## src/hw/rtl/sps_pkg.sv

```systemverilog
// Shared definitions for the static priority scheduler.
// Command and status codes, field widths and default sizes; no dependencies.
package sps_pkg;

    localparam int NUM_PRIORITIES_DEF = 32;
    localparam int TICK_WIDTH_DEF     = 16;

    localparam int CMD_W   = 2;
    localparam int PRIO_W  = 6;
    localparam int TICKS_W = 16;
    localparam int STAT_W  = 2;
    localparam int MASK_W  = 32;

    localparam logic [CMD_W-1:0] CMD_TICK     = 2'd0;
    localparam logic [CMD_W-1:0] CMD_DELAY    = 2'd1;
    localparam logic [CMD_W-1:0] CMD_REGISTER = 2'd2;
    localparam logic [CMD_W-1:0] CMD_SCHEDULE = 2'd3;

    localparam logic [STAT_W-1:0] ST_OK         = 2'd0;
    localparam logic [STAT_W-1:0] ST_IDLE_DELAY = 2'd1;
    localparam logic [STAT_W-1:0] ST_PRIO_TAKEN = 2'd2;
    localparam logic [STAT_W-1:0] ST_ZERO_TICKS = 2'd3;

endpackage

```

## src/hw/rtl/sps_sleep_ram.sv

```systemverilog
// Sleep-count store: one entry per priority, one write and one read port.
// Read data is registered. Uses sps_pkg for default sizes.
module sps_sleep_ram
    import sps_pkg::*;
#(
    parameter int DEPTH = NUM_PRIORITIES_DEF,
    parameter int WIDTH = TICK_WIDTH_DEF
)
(
    input  logic                     clk,
    input  logic                     wr_en,
    input  logic [$clog2(DEPTH)-1:0] wr_addr,
    input  logic [WIDTH-1:0]         wr_data,
    input  logic                     rd_en,
    input  logic [$clog2(DEPTH)-1:0] rd_addr,
    output logic [WIDTH-1:0]         rd_data
);

    logic [WIDTH-1:0] mem_reg [DEPTH];
    logic [WIDTH-1:0] rd_data_reg;

    always_ff @(posedge clk)
    begin
        if (wr_en)
        begin
            mem_reg[wr_addr] <= wr_data;
        end
    end

    always_ff @(posedge clk)
    begin
        if (rd_en)
        begin
            rd_data_reg <= mem_reg[rd_addr];
        end
    end

    assign rd_data = rd_data_reg;

endmodule

```

## src/hw/rtl/static_priority_scheduler_top.sv

```systemverilog
// Static priority scheduler: ready/delayed masks, per-priority sleep counts, current thread.
// From accepted request to result valid: register or rejected command go straight to S_DONE;
// schedule or delay scan in S_SCAN (downward bit scan, one priority a cycle); tick walks
// the sleep-count RAM in S_TICK one entry a cycle through its single read port; the result
// then waits in S_DONE while the output register stays full. One request at a time; the
// next is taken the cycle after the result enters the output register.
// Reset (rst_n, asynchronous, low): masks clear, only the idle thread registered and running.
module static_priority_scheduler_top
    import sps_pkg::*;
#(
    parameter int NUM_PRIORITIES = NUM_PRIORITIES_DEF,
    parameter int TICK_WIDTH     = TICK_WIDTH_DEF
)
(
    input  logic               clk,
    input  logic               rst_n,
    input  logic               in_valid,
    output logic               in_ready,
    input  logic [CMD_W-1:0]   command,
    input  logic [PRIO_W-1:0]  thread_priority,
    input  logic [TICKS_W-1:0] delay_ticks,
    output logic               out_valid,
    input  logic               out_ready,
    output logic [PRIO_W-1:0]  next_thread,
    output logic               switch_request,
    output logic [STAT_W-1:0]  status,
    output logic [MASK_W-1:0]  ready_mask,
    output logic [MASK_W-1:0]  delayed_mask
);

    localparam int PIDX_W = $clog2(NUM_PRIORITIES);
    localparam int RIDX_W = $clog2(NUM_PRIORITIES + 1);
    localparam int CNT_W  = $clog2(NUM_PRIORITIES + 1);
    localparam logic [CNT_W-1:0]  CNT_MAX  = CNT_W'(NUM_PRIORITIES);
    localparam logic [CNT_W-1:0]  CNT_ONE  = CNT_W'(1);
    localparam logic [PRIO_W-1:0] PRIO_MAX = PRIO_W'(NUM_PRIORITIES);

    localparam logic [1:0] S_IDLE = 2'd0;
    localparam logic [1:0] S_TICK = 2'd1;
    localparam logic [1:0] S_SCAN = 2'd2;
    localparam logic [1:0] S_DONE = 2'd3;

    logic [1:0]                state_reg;
    logic [CNT_W-1:0]          cnt_reg;
    logic                      pend_reg;
    logic [PIDX_W-1:0]         pend_idx_reg;
    logic [NUM_PRIORITIES-1:0] ready_reg;
    logic [NUM_PRIORITIES-1:0] delayed_reg;
    logic [NUM_PRIORITIES:0]   registered_reg;
    logic [PRIO_W-1:0]         running_reg;
    logic [PRIO_W-1:0]         res_thread_reg;
    logic                      res_sw_reg;
    logic [STAT_W-1:0]         res_status_reg;

    logic                      out_valid_reg;
    logic [PRIO_W-1:0]         next_thread_reg;
    logic                      switch_reg;
    logic [STAT_W-1:0]         status_reg;
    logic [MASK_W-1:0]         ready_mask_reg;
    logic [MASK_W-1:0]         delayed_mask_reg;

    logic                      accept;
    logic [TICK_WIDTH-1:0]     ticks_in;
    logic [PRIO_W-1:0]         run_m1;
    logic [PRIO_W-1:0]         prio_m1;
    logic                      delay_ok;
    logic                      reg_ok;
    logic                      tick_hit;
    logic [TICK_WIDTH-1:0]     tick_dec;
    logic                      rd_en;
    logic [TICK_WIDTH-1:0]     rd_data;
    logic                      wr_en;
    logic [PIDX_W-1:0]         wr_addr;
    logic [TICK_WIDTH-1:0]     wr_data;
    logic [CNT_W-1:0]          cnt_m1;
    logic                      scan_hit;
    logic                      scan_done;
    logic [PRIO_W-1:0]         scan_sel;
    logic                      out_free;

    always_comb
    begin
        accept    = in_valid && in_ready;
        ticks_in  = TICK_WIDTH'(delay_ticks);
        run_m1    = running_reg - 1'b1;
        prio_m1   = thread_priority - 1'b1;
        delay_ok  = (running_reg != '0) && (ticks_in != '0);
        reg_ok    = (thread_priority <= PRIO_MAX)
                    && !registered_reg[thread_priority[RIDX_W-1:0]];
        tick_hit  = (state_reg == S_TICK) && pend_reg && delayed_reg[pend_idx_reg];
        tick_dec  = rd_data - 1'b1;
        rd_en     = (state_reg == S_TICK) && (cnt_reg < CNT_MAX);
        wr_en     = (accept && (command == CMD_DELAY) && delay_ok) || tick_hit;
        wr_addr   = tick_hit ? pend_idx_reg : run_m1[PIDX_W-1:0];
        wr_data   = tick_hit ? tick_dec : ticks_in;
        cnt_m1    = cnt_reg - 1'b1;
        scan_hit  = ready_reg[cnt_m1[PIDX_W-1:0]];
        scan_done = scan_hit || (cnt_reg == CNT_ONE);
        scan_sel  = scan_hit ? PRIO_W'(cnt_reg) : '0;
        out_free  = !out_valid_reg || out_ready;
    end

    sps_sleep_ram #(
        .DEPTH (NUM_PRIORITIES),
        .WIDTH (TICK_WIDTH)
    ) u_sleep_ram (
        .clk     (clk),
        .wr_en   (wr_en),
        .wr_addr (wr_addr),
        .wr_data (wr_data),
        .rd_en   (rd_en),
        .rd_addr (cnt_reg[PIDX_W-1:0]),
        .rd_data (rd_data)
    );

    always_ff @(posedge clk or negedge rst_n)
    begin
        if (!rst_n)
        begin
            state_reg      <= S_IDLE;
            cnt_reg        <= '0;
            pend_reg       <= 1'b0;
            pend_idx_reg   <= '0;
            ready_reg      <= '0;
            delayed_reg    <= '0;
            registered_reg <= (NUM_PRIORITIES + 1)'(1);
            running_reg    <= '0;
            res_thread_reg <= '0;
            res_sw_reg     <= 1'b0;
            res_status_reg <= ST_OK;
            out_valid_reg  <= 1'b0;
        end
        else
        begin
            if ((state_reg == S_DONE) && out_free)
            begin
                out_valid_reg <= 1'b1;
            end
            else if (out_ready)
            begin
                out_valid_reg <= 1'b0;
            end
            case (state_reg)
                S_IDLE:
                begin
                    if (accept)
                    begin
                        res_thread_reg <= running_reg;
                        res_sw_reg     <= 1'b0;
                        case (command)
                            CMD_TICK:
                            begin
                                res_status_reg <= ST_OK;
                                cnt_reg        <= '0;
                                pend_reg       <= 1'b0;
                                state_reg      <= S_TICK;
                            end
                            CMD_DELAY:
                            begin
                                if (running_reg == '0)
                                begin
                                    res_status_reg <= ST_IDLE_DELAY;
                                    state_reg      <= S_DONE;
                                end
                                else if (ticks_in == '0)
                                begin
                                    res_status_reg <= ST_ZERO_TICKS;
                                    state_reg      <= S_DONE;
                                end
                                else
                                begin
                                    ready_reg[run_m1[PIDX_W-1:0]]   <= 1'b0;
                                    delayed_reg[run_m1[PIDX_W-1:0]] <= 1'b1;
                                    res_status_reg <= ST_OK;
                                    cnt_reg        <= CNT_MAX;
                                    state_reg      <= S_SCAN;
                                end
                            end
                            CMD_REGISTER:
                            begin
                                state_reg <= S_DONE;
                                if (reg_ok)
                                begin
                                    res_status_reg <= ST_OK;
                                    registered_reg[thread_priority[RIDX_W-1:0]] <= 1'b1;
                                    if (thread_priority != '0)
                                    begin
                                        ready_reg[prio_m1[PIDX_W-1:0]] <= 1'b1;
                                    end
                                end
                                else
                                begin
                                    res_status_reg <= ST_PRIO_TAKEN;
                                end
                            end
                            default:
                            begin
                                res_status_reg <= ST_OK;
                                cnt_reg        <= CNT_MAX;
                                state_reg      <= S_SCAN;
                            end
                        endcase
                    end
                end
                S_TICK:
                begin
                    // read entry cnt while the previous entry is written back
                    if (rd_en)
                    begin
                        cnt_reg      <= cnt_reg + 1'b1;
                        pend_reg     <= 1'b1;
                        pend_idx_reg <= cnt_reg[PIDX_W-1:0];
                    end
                    else
                    begin
                        pend_reg <= 1'b0;
                    end
                    if (tick_hit && (tick_dec == '0))
                    begin
                        ready_reg[pend_idx_reg]   <= 1'b1;
                        delayed_reg[pend_idx_reg] <= 1'b0;
                    end
                    if (!rd_en && !pend_reg)
                    begin
                        state_reg <= S_DONE;
                    end
                end
                S_SCAN:
                begin
                    if (scan_done)
                    begin
                        res_thread_reg <= scan_sel;
                        res_sw_reg     <= (scan_sel != running_reg);
                        running_reg    <= scan_sel;
                        state_reg      <= S_DONE;
                    end
                    else
                    begin
                        cnt_reg <= cnt_m1;
                    end
                end
                default:
                begin
                    // hold until the output register is free
                    if (out_free)
                    begin
                        state_reg <= S_IDLE;
                    end
                end
            endcase
        end
    end

    always_ff @(posedge clk)
    begin
        if ((state_reg == S_DONE) && out_free)
        begin
            next_thread_reg  <= res_thread_reg;
            switch_reg       <= res_sw_reg;
            status_reg       <= res_status_reg;
            ready_mask_reg   <= MASK_W'(ready_reg);
            delayed_mask_reg <= MASK_W'(delayed_reg);
        end
    end

    assign in_ready       = (state_reg == S_IDLE);
    assign out_valid      = out_valid_reg;
    assign next_thread    = next_thread_reg;
    assign switch_request = switch_reg;
    assign status         = status_reg;
    assign ready_mask     = ready_mask_reg;
    assign delayed_mask   = delayed_mask_reg;

    // a thread is never ready and delayed at once
    assert property (@(posedge clk) disable iff (!rst_n)
        (ready_reg & delayed_reg) == '0)
        else $error("thread both ready and delayed");

    // the running thread is always a registered priority
    assert property (@(posedge clk) disable iff (!rst_n)
        (running_reg <= PRIO_MAX) && registered_reg[running_reg[RIDX_W-1:0]])
        else $error("running thread not registered");

    // sleep counts are written only on a delay request or during a tick walk
    assert property (@(posedge clk) disable iff (!rst_n)
        wr_en |-> ((state_reg == S_IDLE) || (state_reg == S_TICK)))
        else $error("sleep count written outside delay or tick");

    // a tick walk finishes with its pipeline drained
    assert property (@(posedge clk) disable iff (!rst_n)
        ((state_reg == S_TICK) && !rd_en && !pend_reg) |=> (state_reg == S_DONE))
        else $error("tick walk did not finish");

endmodule
```

## config.mk

```make
export PLATFORM = sky130hd
export DESIGN_NAME = static_priority_scheduler_top
export DESIGN_NICKNAME = d
export VERILOG_FILES = /design/src/hw/rtl/sps_pkg.sv /design/src/hw/rtl/sps_sleep_ram.sv /design/src/hw/rtl/static_priority_scheduler_top.sv
export SDC_FILE = /design/constraint.sdc
export NUM_CORES = 1
export LEC_CHECK = 0
export BUFFER_PORTS_ARGS = -buffer_cell sky130_fd_sc_hd__buf_2
export CAP_MARGIN = 20
export CORE_MARGIN = 2
export CORE_UTILIZATION = 52
export DETAILED_ROUTE_END_ITERATION = 10
export PLACE_DENSITY_LB_ADDON = 0.3
export SKIP_LAST_GASP = 1
export SLEW_MARGIN = 0
export SYNTH_ARGS = -nofsm -noshare
export SYNTH_HDL_FRONTEND = slang
export SYNTH_HIERARCHICAL = 1
export SYNTH_SLANG_ARGS = --single-unit
export TNS_END_PERCENT = 1
```

## constraint.sdc

```tcl
create_clock -name clk -period 3.4 [get_ports clk]
set_input_delay 0.34 -clock clk [delete_from_list [all_inputs] [get_ports clk]]
set_output_delay 0.34 -clock clk [all_outputs]
set_load 0.01 [all_outputs]
```

== Yosys cells after proc, flatten, opt, wreduce, memory -nomap -nowiden ==
Memories as Yosys holds them, arrays and structs flattened. A register that Yosys moved wholly into a read port is not among the register bits.
Cells that the tools add are included.

* Logic and storage cells: 174
* Output and inout bits: 75
* RAM bits: 512
* Memories: 1
* Input bits: 28
* Flip-flop bits (word level): 200

{| class="wikitable"
|+ Memory list
! name !! words !! bits a word !! read ports !! clocked after Yosys merged registers in !! write ports !! line !! RTL
|-
| u_sleep_ram.mem_reg || 32 || 16 || 1 || 1 || 1 || sps_sleep_ram.sv:19 || <nowiki>logic [WIDTH-1:0] mem_reg [DEPTH];</nowiki>
|}

* Bitwise logic cells: 8
* Muxes and demuxes: 64
* Add/sub/neg operators: 5
* Order comparisons: 11
* Reductions and logical operators: 45
* Equality and inequality tests: 23

{| class="wikitable"
|+ Operators by type and width
! cell !! count
|-
| $mux 32 || 11
|-
| $pmux 32 s2 || 3
|-
| $or 32x32->32 || 3
|-
| $and 32x32->32 || 2
|-
| $not 32->32 || 2
|-
| $mux 6 || 8
|-
| $pmux 6 s3 || 2
|-
| $or 33x33->33 || 1
|-
| $logic_not 16->1 || 2
|-
| $lt 5x6->1 const B || 4
|-
| $mux 1 || 18
|-
| $mux 16 || 1
|-
| $reduce_bool 16->1 || 1
|-
| $sub 16x1->16 const B || 1
|-
| $demux 1 s5 || 3
|-
| $ge 5x1->1 const B || 3
|-
| $logic_and 1x1->1 || 15
|-
| $mux 2 || 7
|-
| $ne 2x2->1 const B || 6
|-
| $ne 3x3->1 const B || 4
|-
| $pmux 2 s3 || 2
|-
| $pmux 6 s2 || 1
|-
| $reduce_bool 6->1 || 2
|-
| $bmux 1 s5 || 2
|-
| other kinds (31) || 52
|}

== Depth between registers and ports, before layout ==
* Word-level depth: 12
* Mapped depth: 14
* Gate-level depth less buffers: 9

== Hierarchy ==
Netlist, hierarchy kept.

{| class="wikitable"
|+ By module, submodules not included
! module !! seq. area each (um^2) !! area each (um^2) !! times used !! cells an instance
|-
| sps_sleep_ram || 15855.2 || 20694.8 || 1 || 1143
|-
| static_priority_scheduler_top || 5371.4 || 10807.9 || 1 || 1051
|}

== Worst setup path before layout ==
Ideal clock, no wire load.

* Path kind: reg-to-reg
* Start: reg pend_idx_reg[0]
* End: mem u_sleep_ram/mem_reg[19][0] (netlist bit) (enable)
* Setup slack: -279 ps
* Cell stages (with the launch flop): 12
* Clock period less this slack: 3679 ps
* Data required time: 3011 ps
* Path buffers: 3
* Arrival time: 3291 ps
* Setup time: 389 ps
* Path through: dfrtp_1 buf_4 buf_4 mux2i_1 o22ai_1 a22oi_1 nand4b_1 nor2b_1 clkbuf_1 mux2_2 or3b_2 nor2_1

* Elaborated cells on any way between the ends: 7
* Those cells by class: 5 x mux; 2 x reduce/logical

{| class="wikitable"
|+ RTL lines
! what !! line !! RTL
|-
| start, declared || static_priority_scheduler_top.sv:46 || <nowiki>logic [PIDX_W-1:0] pend_idx_reg;</nowiki>
|-
| start signal, assigned || static_priority_scheduler_top.sv:212 || <nowiki>pend_idx_reg <= cnt_reg[PIDX_W-1:0];</nowiki>
|-
| $bmux 1 s5 || static_priority_scheduler_top.sv:90 || <nowiki>tick_hit = (state_reg == S_TICK) && pend_reg && delayed_reg[pend_idx_reg];</nowiki>
|-
| $mux 1 (implied by the code) || static_priority_scheduler_top.sv:90 ||
|-
| $logic_and 1x1->1 || static_priority_scheduler_top.sv:90 ||
|-
| $mux 5 || static_priority_scheduler_top.sv:94 || <nowiki>wr_addr = tick_hit ? pend_idx_reg : run_m1[PIDX_W-1:0];</nowiki>
|-
| via wr_addr[3] || static_priority_scheduler_top.sv:73 || <nowiki>logic [PIDX_W-1:0] wr_addr;</nowiki>
|-
| end, declared || sps_sleep_ram.sv:19 ||
|}

The timed path passes the listed nets, and every way through them passes these cells. The select of a mux whose other input is x is not followed.

== Worst setup path in the final report ==
* Start: reg pend_idx_reg[0]
* End: mem u_sleep_ram/mem_reg[18][7] (netlist bit) (enable)

The elaborated chain is that of the path after synthesis.

==> flow_summary_export.csv <==
group,metric,value,unit
status,status,"complete, but fails checks",
status,violations,"setup timing",
placed_design,numPortBuffers,102,
pwr,vdd_drop_max,0.564,mV
synthesis,yosys.area.top_type,"edfxtp_1",
worst_setup_path,path_class,"flop to flop",
synthesis,synth_edf_count,601,
worst_setup_path,cp.required,3.74,ns
synthesis,synth_top_area_frac,0.573,
hold_path,worst_hold_path_type,"primary input to flop",
grt,grt_pass1_wl,125000,um
worst_setup_path,cp.arrival,3.77,ns
floorplanning,io_pins,103,
detailed_routing,firstDrtPassIters,5,
worst_setup_path,crit_fanout,19,
pwr,p_leak,0.0128,uW
grt,grt_antenna_before_repair,0,
timing,fmax,292,MHz
layout,multi_input_area,9310,um2
timing,report.final.slew_viol_count,0,
synthesis,avgSynthCellArea,14.4,um2
placed_design,hpwlAfterDp,55000,um
floorplanning,die-height,250,um
synthesis,synth_warnings,6,
grt,grt_max_degree,114,
floorplanning,initial_core_util,0.524,
timing,layout_min_cycle_time,3.42,ns
detailed_routing,vias_per_cell,6.15,
timing,rsz0062_at_grt,"true",
detailed_routing,vias,19867,
clock_network,numCtsBuffers,74,
synthesis,synth_cell_types,87,
clock_network,insertion_delay,0.64,ns
layout,largest_reg_flops,512,
timing,hold_viol_final,0,
clock_network,cts_buffer_depth,3,
layout,diodes,0,
layout,seq_area,21200,um2
clock_network,cts_tree,"yes",
timing,fin_skew,0.0351,ns
timing,post-route-period-util,1.01,
timing,setup_ws,-0.0249,ns
synthesis,synth_seq_cells,728,
synthesis,syn_inst,2194,
clock_network,root_buffer,"clkbuf_16",
layout,n_fill_cell,4597,
grt,track_usage,0.267,
synthesis,synth_ff_type,"edfxtp_1",
timing,setup_viol,17,
floorplanning,fp.coreArea,60100,um2
synthesis,synth_common_cells,"601 x edfxtp_1, 280 x mux2i_1, 126 x dfrtp_1, 121 x nand2_1, 102 x nor2_1",
worst_setup_path,start_kind,"flop",
floorplanning,std_cell_rows,90,
timing,worst_pin_slew,1.06,ns
synthesis,netlist_area,31500,um2
grt,grt_overflow,0,
placed_design,preCtsSetupSlack,0.00332,ns
detailed_routing,wl_per_cell,25.8,um
layout,design_area,36300,um2
synthesis,syn_nets,2239,
placed_design,placed_cells,3093,
floorplanning,die_area,62600,um2
layout,instances_no_fill,3229,
synthesis,synthArstFlopShare,0.174,
pwr,power,26400,uW
clock_network,clkTransAtPathRegs,0.06,ns
layout,fin_nets,2433,
clock_network,cts.htree.levels,3,
placed_design,gp_congestion,0.930,
placed_design,place_area,33800,um2
layout,synthToLayoutAreaGrowth,15.2,%
synthesis,synth_area_leaders,"edfxtp_1 57%, dfrtp_1 10%, mux2i_1 8.9%",
synthesis,seq_area_frac_synth,0.674,
timing,whs,0.0590,ns
clock_network,cts.sinks,728,
grt,grt_pass1_vias,19887,
detailed_routing,drtIter0Drc,1999,
run,maxCapViolCount,0,
detailed_routing,final_antenna_net_count,0,
timing,slew_headroom,0.293,
floorplanning,die_w,250,um
pwr,p_per_area,726,nW/um2
detailed_routing,wl,83300,um
synthesis,synth_most_common_cell,"edfxtp_1",
layout,layout-drive-gt1-share,0.184,
detailed_routing,drc,0,
worst_setup_path,cp-end-kind,"flop",
kinds of logic (layout without fill, tap and decap cells):
logic type	after synthesis	after routing	share of synthesized area
mux	308	308	0.103
xor+xnor	31	31	0.00886
compound gates	445	445	0.0983
buf+inv	201	454	0.0346
fa+ha+maj	17	17	0.00675
flops	728	728	0.674
simple gates	464	464	0.0749
per-layer routing:
layer,global-route usage,wire (um),share of wire,vias to the layer above
li1,-,-,-,8872
met1,0.346,33300,0.40,9983
met2,0.437,40700,0.49,804
met3,0.0456,5030,0.060,208
met4,0.133,4280,0.051,0
met5,0,0,0,-
cells in the final DEF (no fill, tap or decap), types with 55 or more instances in the layout:
master     count
dfrtp_1      125
a22oi_1       78
mux2i_1      280
nand3_1       55
edfxtp_1     601
buf_2        101
a21oi_1       72
inv_1         60
clkbuf_16     76
buf_4        125
nor2_1        94
nand2_1      121
power breakdown:
group	total, uW	internal (uW)	switching, uW
Clock	8200	4760	3440
Sequential	10800	10400	430
Combinational	7340	2620	4710
path summary, 6_finish.rpt:
check / start / endpoint / slack, ns / cells past startpoint
worst max-delay path: pend_idx_reg[0]$_DFFE_PN0P_ / u_sleep_ram/mem_reg[18][7]$_DFFE_PP_ / -0.02 / 10
worst min-delay path: thread_priority[5] / registered_reg[32]$_DFFE_PN0P_ / 0.06 / 3
worst max register to register: pend_idx_reg[0]$_DFFE_PN0P_ / u_sleep_ram/mem_reg[18][7]$_DFFE_PP_ / -0.02 / 10
worst min register to register: res_thread_reg[3]$_DFFE_PN0P_ / next_thread[3]$_DFFE_PP_ / 0.45 / 0
max in group asynchronous: rst_n / registered_reg[0]$_DFFE_PN1P_ / 2.29 / 3
min in group asynchronous: rst_n / registered_reg[16]$_DFFE_PN0P_ / 0.30 / 2
critical path, stage by stage (launching register included):
cell and delay, ns:
dfrtp_1 0.39, buf_12 0.20, mux2i_1 0.22, o22ai_1 0.11, a311oi_1 0.34, nand4b_1 0.26
nor2b_4 0.25, mux2_2 0.36, or3b_2 0.61, nor2_2 0.22, buf_4 0.18
stage by stage:
step / setup TNS, ns / utilization
floorplan: -36.53 / -
global route: -18.56 / 0.603
detailed placement: 0 / 0.562
finish: -0.219 / 0.603
CTS: 0 / 0.603
global placement: 0 / 0.562
final cells by class:
class,count,area share
Sequential cell,728,0.585
Clock inverter,44,0.0142
Inverter,62,0.00641
Clock buffer,91,0.0540
Multi-Input combinational cell,1265,0.257
Timing Repair Buffer,257,0.0566
Tap cell,782,0.0270
repair_timing:
| action | CTS | global route |
|---|---|---|
| gates resized for setup | 0 | 1 |
| buffers inserted | 0 | 0 |
| endpoints found under the hold margin | 39 | 0 |
| hold buffers | 1 | 0 |
| endpoints found under the setup margin | 0 | 352 |
Note: power is estimated with default switching activity, not from simulation.
